### config.mk
export PLATFORM = sky130hd
export DESIGN_NAME = mws_back
export DESIGN_NICKNAME = d
export VERILOG_FILES = /design/src/rtl/mws_pkg.sv /design/src/rtl/mws_back.sv
export SDC_FILE = /design/constraint.sdc
export NUM_CORES = 2
export LEC_CHECK = 0
export ABC_AREA = 0
export BUFFER_PORTS_ARGS = -buffer_cell sky130_fd_sc_hd__buf_2
export CELL_PAD_IN_SITES_DETAIL_PLACEMENT = 1
export CELL_PAD_IN_SITES_GLOBAL_PLACEMENT = 1
export CORE_ASPECT_RATIO = 0.75
export CORE_UTILIZATION = 28
export CTS_BUF_LIST = sky130_fd_sc_hd__clkbuf_8 sky130_fd_sc_hd__clkbuf_16
export CTS_CLUSTER_DIAMETER = 30
export DETAILED_ROUTE_END_ITERATION = 12
export GPL_TIMING_DRIVEN = 0
export PLACE_DENSITY = 0.5
export SYNTH_ARGS = -nofsm -noshare
export SYNTH_HDL_FRONTEND = slang
export SYNTH_SLANG_ARGS = --single-unit
### constraint.sdc
create_clock -name clk -period 2.3 [get_ports clk]
set_clock_uncertainty 0.15 [all_clocks]
set_input_delay 0.115 -clock clk [delete_from_list [all_inputs] [get_ports clk]]
set_output_delay 0.115 -clock clk [all_outputs]
set_load 0.05 [all_outputs]
### src/rtl/mws_pkg.sv
// Shared constants, widths and types for the mass-weighted separation unit.
package mws_pkg;

	localparam int FRAC_BITS = 16;
	localparam int VEC_W     = 18;
	localparam int DEPTH_W   = 24;
	localparam int MASS_W    = 24;

	// product of |normal| and depth, and the push magnitude taken from it
	localparam int PROD_W    = VEC_W + DEPTH_W;
	localparam int MAG_W     = VEC_W - 1 + DEPTH_W - FRAC_BITS;

	// squared length and its root
	localparam int SQ_W      = 2 * MAG_W;
	localparam int LEN2_W    = SQ_W + 2;
	localparam int SQ_STEPS  = LEN2_W / 2;
	localparam int LEN_W     = LEN2_W / 2;

	// dividers: quotients never exceed 1.0
	localparam int SUM_W     = MASS_W + 1;
	localparam int DEN_W     = (LEN_W > SUM_W) ? LEN_W : SUM_W;
	localparam int NUM_W     = MAG_W;
	localparam int Q_W       = FRAC_BITS + 1;
	localparam int DIV_STEPS = Q_W;

	// divider lanes: three push components, then the two weights
	localparam int LANES     = 5;
	localparam int LANE_WA   = 3;
	localparam int LANE_WB   = 4;

	localparam int FIFO_DEPTH = 2;

	typedef struct packed {
		logic [2:0][MAG_W-1:0] mag;
		logic [2:0]            neg;
		logic                  norm;
		logic                  both;
		logic                  one_a;
		logic                  one_b;
		logic                  sum_zero;
		logic [NUM_W-1:0]      num_a;
		logic [NUM_W-1:0]      num_b;
		logic [SUM_W-1:0]      msum;
	} side_t;

endpackage

### src/rtl/mws_back.sv
// Back end: weight selection, push times weight, and sign restore.
module mws_back (
	input  logic                                        clk,
	input  logic                                        arst_n,
	input  logic                                        en,
	input  logic                                        in_valid,
	input  logic [mws_pkg::LANES-1:0][mws_pkg::Q_W-1:0] quo,
	input  mws_pkg::side_t                              side,
	output logic                                        out_valid,
	output logic [2:0][mws_pkg::VEC_W-1:0]              move_a,
	output logic [2:0][mws_pkg::VEC_W-1:0]              move_b
);

	localparam int QW = mws_pkg::Q_W;
	localparam int PW = 2 * QW;
	localparam int VW = mws_pkg::VEC_W;
	localparam int FB = mws_pkg::FRAC_BITS;
	localparam logic [QW-1:0] ONE = QW'(1) << FB;

	logic [2:0][QW-1:0] magf;
	logic [QW-1:0]      wa;
	logic [QW-1:0]      wb;
	logic [2:0][VW-1:0] ma_ext;
	logic [2:0][VW-1:0] mb_ext;

	logic               v_s1, v_s2;
	logic [2:0][PW-1:0] prod_a_s1, prod_b_s1;
	logic [2:0]         neg_s1;
	logic [2:0][VW-1:0] move_a_s2, move_b_s2;

	always_comb begin
		for (int i = 0; i < 3; i++) begin
			magf[i] = side.norm ? quo[i] : side.mag[i][QW-1:0];
		end
		if (side.both) begin
			wa = side.sum_zero ? '0 : quo[mws_pkg::LANE_WA];
			wb = side.sum_zero ? '0 : quo[mws_pkg::LANE_WB];
		end else begin
			wa = side.one_a ? ONE : '0;
			wb = side.one_b ? ONE : '0;
		end
		for (int i = 0; i < 3; i++) begin
			ma_ext[i] = VW'(prod_a_s1[i][FB +: QW]);
			mb_ext[i] = VW'(prod_b_s1[i][FB +: QW]);
		end
	end

	always_ff @(posedge clk or negedge arst_n) begin
		if (!arst_n) begin
			v_s1 <= 1'b0;
			v_s2 <= 1'b0;
		end else if (en) begin
			v_s1 <= in_valid;
			v_s2 <= v_s1;
		end
	end

	always_ff @(posedge clk) begin
		if (en) begin
			for (int i = 0; i < 3; i++) begin
				prod_a_s1[i] <= PW'(magf[i]) * PW'(wa);
				prod_b_s1[i] <= PW'(magf[i]) * PW'(wb);
				move_a_s2[i] <= neg_s1[i] ? (~ma_ext[i] + 1'b1) : ma_ext[i];
				move_b_s2[i] <= neg_s1[i] ? mb_ext[i] : (~mb_ext[i] + 1'b1);
			end
			neg_s1 <= side.neg;
		end
	end

	assign out_valid = v_s2;
	assign move_a    = move_a_s2;
	assign move_b    = move_b_s2;

endmodule

==> results.cfg <==
[detailed_routing]
viasPerCell = 4.86
drtAntennaViolNets = 0
wl_per_cell_um = 28.3
drt-total-wl_mm = 297
num_vias = 51000
dr.pass1.iters = 6
initialDrtViolationCount = 4075
drc = 0

[final_layout]
final_cell_mix = 1591 x inv_1, 1284 x fa_1, 1038 x nand2_1, 776 x nor2_1, 568 x ha_1
nets = 9712
syn2layout_area_growth_pct = 26.8
layout_commonest_cell = inv_1
drive_above_1_share = 0.201
final_area_mm2 = 0.0781
final_util = 0.359

[power]
intPower_mw = 25.2
power_frac_clock = 0.199
p_comb_frac = 0.644
p_seq_frac = 0.158
ir_worst_vdd_mv = 0.872
leakagePower_nw = 38.1
p_sw_frac = 0.473
power_density_mw_per_mm2 = 611
switchingPower_mw = 22.6

[grt]
grt_pass1_vias = 53600
antenna_found_initial = 20
grt_usage = 0.267
overflow = 0
grt_max_degree = 99
grt_pass1_wl_mm = 412

[floorplan]
die-height_um = 408
core_area_mm2 = 0.218
die_x_um = 544
dieArea_mm2 = 0.222
start_util = 0.283
ioPinCount = 356
rows = 148

[setup_path]
criticalPathCategory = primary input to register
path_max_fanout = 10
cp_num_buf_inv = 7
cp_common_cell = fa_1
crit_required_ps = 2580
cp-start-kind = primary input
end_kind = register
worst_ep_arrival_time_ps = 6980
cp_slowest_cell = or4_4
crit_family = adder cells
cpPeakStageDelay_ps = 610

[worst_hold_path]
hold_class = primary input to register

[status]
outcome = finished with violations
violations = setup timing

[yosys]
synth-compound-area-share = 0.0346
syn_inst = 6893
synthSimpleGateAreaFrac = 0.138
yosysWarningCount = 0
synth_top_family_by_area = adder cells
synth_ff_type = edfxtp_1
synth_seq_cells = 215
synthXorXnorAreaFrac = 0.0284
synthesis.area_mm2 = 0.0616
ys_types = 71
synth-edff-count = 213
syn_avg_cell_area_um2 = 8.94
syn-num-nets = 9084
synth-adder-area-share = 0.556
yosysSeqAreaShare = 0.105
synthArstFlopShare = 0.00930
synthMuxAreaShare = 0.0185

[place]
dp_hpwl_mm = 238
place.gp.congestion = 0.946
io_buffers = 256
dpl_cell_area_mm2 = 0.0677

[clocking]
cts_root_buffer = clkbuf_16
cts.path.max_buffers = 3
cts_tree = done
htree_num_levels = 3
cts_buffers = 67
path_clk_slew_ps = 40
clock-sinks = 215
insertion_delay_ps = 710

[job]
drv_cap = 0

[sta]
fmax_mhz = 149
hold_viol_final = 0
rsz0062_at_grt = yes
slew_violations = 0
post-route-min-period_ps = 6700
timing.final.crit_share = 2.91
setup_violations = 111
worst_pin_slew_ps = 1300
max-slew-margin-rel = 0.129
finalWorstSetupSlack_ps = -4400
[cells by family after synthesis]
family                   Yosys count
AND/OR/NAND/NOR                 2147
buffers and inverters           1956
adder cells (fa/ha/maj)         1944
AO/OA/AOI/OAI                    324
flip-flops                       215
XOR/XNOR                         200
multiplexers                     107
[power by group through the flow]
stage	registers [mW]	clock network, mW	logic [mW]
2_1_floorplan	9.17	0	15.3
3_3_place_gp	7.51	0	25.5
3_5_place_dp	7.50	0	25.7
4_1_cts	7.48	9.80	27.4
5_1_grt	7.72	9.98	33.7
6_report	7.53	9.48	30.7
[metal layers]
| metal | GRT usage | up-vias | share of wire |
|---|---|---|---|
| met5 | 0 | - | 0.00017 |
| met4 | 0.0910 | 7 | 0.038 |
| met3 | 0.0555 | 366 | 0.091 |
| met2 | 0.388 | 1962 | 0.42 |
| met1 | 0.389 | 27000 | 0.45 |
| li1 | - | 21700 | - |
[sequential cells by signal, indices dropped and copies added (netlist names)]
register   flops
move_b        54
ma_ext        51
mb_ext        51
v_s1           1
out_valid      1
move_a        54
neg_s1         3
[through the flow]
| step | power [mW] | std cells | setup WS [ps] | hold WS [ps] | setup TNS [ps] |
|---|---|---|---|---|---|
| after floorplan | 24.5 | 6893 | -4250 | -331 | -389350 |
| after global placement | 33.0 | 10100 | -7280 | -251 | -1224210 |
| after detailed placement | 33.2 | 10100 | -7280 | -246 | -664520 |
| after CTS | 44.7 | 10300 | -4450 | 51.8 | -406820 |
| after global routing | 51.4 | 10500 | -4510 | 115 | -415290 |
| final | 47.7 | 10500 | -4400 | 108 | -402250 |
[cell type report]
class	count	area (um^2)
fill	25000	140000
multi-input combinational	4722	51000
sequential	215	6450
inverter	1627	6110
timing repair buffer	575	4750
buffer	313	3930
tap	2925	3660
clock buffer	68	1700
clock inverter	52	581
antenna	7	17.5
[worst min-delay path: cells and delay by family]
kind,cells,cell delay [ps]
XOR/XNOR,1,150
multiplexers,1,80
AO/OA/AOI/OAI,2,230
buffers and inverters,1,90
AND/OR/NAND/NOR,1,120
[synth_stat cells, types with 10 or more instances]
cell type / n / share of area
and2_1: 33 / 0.0034
o31ai_1: 15 / 0.0018
nor2b_1: 14 / 0.0014
ha_1: 618 / 0.13
or3_1: 20 / 0.0020
buf_1: 25 / 0.0015
a211oi_1: 12 / 0.0015
nand4_1: 10 / 0.0010
mux2i_1: 51 / 0.0083
o211ai_1: 12 / 0.0015
a21o_1: 36 / 0.0044
nor3_1: 39 / 0.0032
xnor2_1: 139 / 0.020
nor2_1: 853 / 0.052
mux2_2: 56 / 0.010
a21oi_1: 100 / 0.0081
and3_1: 17 / 0.0017
fa_1: 1326 / 0.43
inv_1: 1627 / 0.099
nand3_1: 29 / 0.0024
nand2_1: 1088 / 0.066
o21ai_0: 50 / 0.0041
xor2_1: 61 / 0.0087
a31oi_1: 11 / 0.0011
clkbuf_1: 303 / 0.018
edfxtp_1: 213 / 0.10
o21a_1: 22 / 0.0027
[final timing paths]
kind / start / endpoint / slack [ps] / cells past startpoint
max in group asynchronous: arst_n / v_s1 / 1750 / 3
max reg2reg: ma_ext[19] / move_a[34] / -210 / 8
max: side[78] / mb_ext[34] / -4400 / 26
min: side[124] / mb_ext[34] / 110 / 6
min in group asynchronous: arst_n / out_valid / 120 / 3
min reg2reg: out_valid / out_valid / 350 / 1
[repair_timing]
| item | CTS | global route |
|---|---|---|
| gates cloned | 6 | 6 |
| hold buffers | 11 | 0 |
| setup buffers | 97 | 190 |
| setup endpoints to repair | 158 | 161 |
| gates resized for setup | 696 | 741 |
| hold endpoints to repair | 77 | 0 |
| pin swaps | 38 | 200 |
Power figures use the tool's default switching activity.
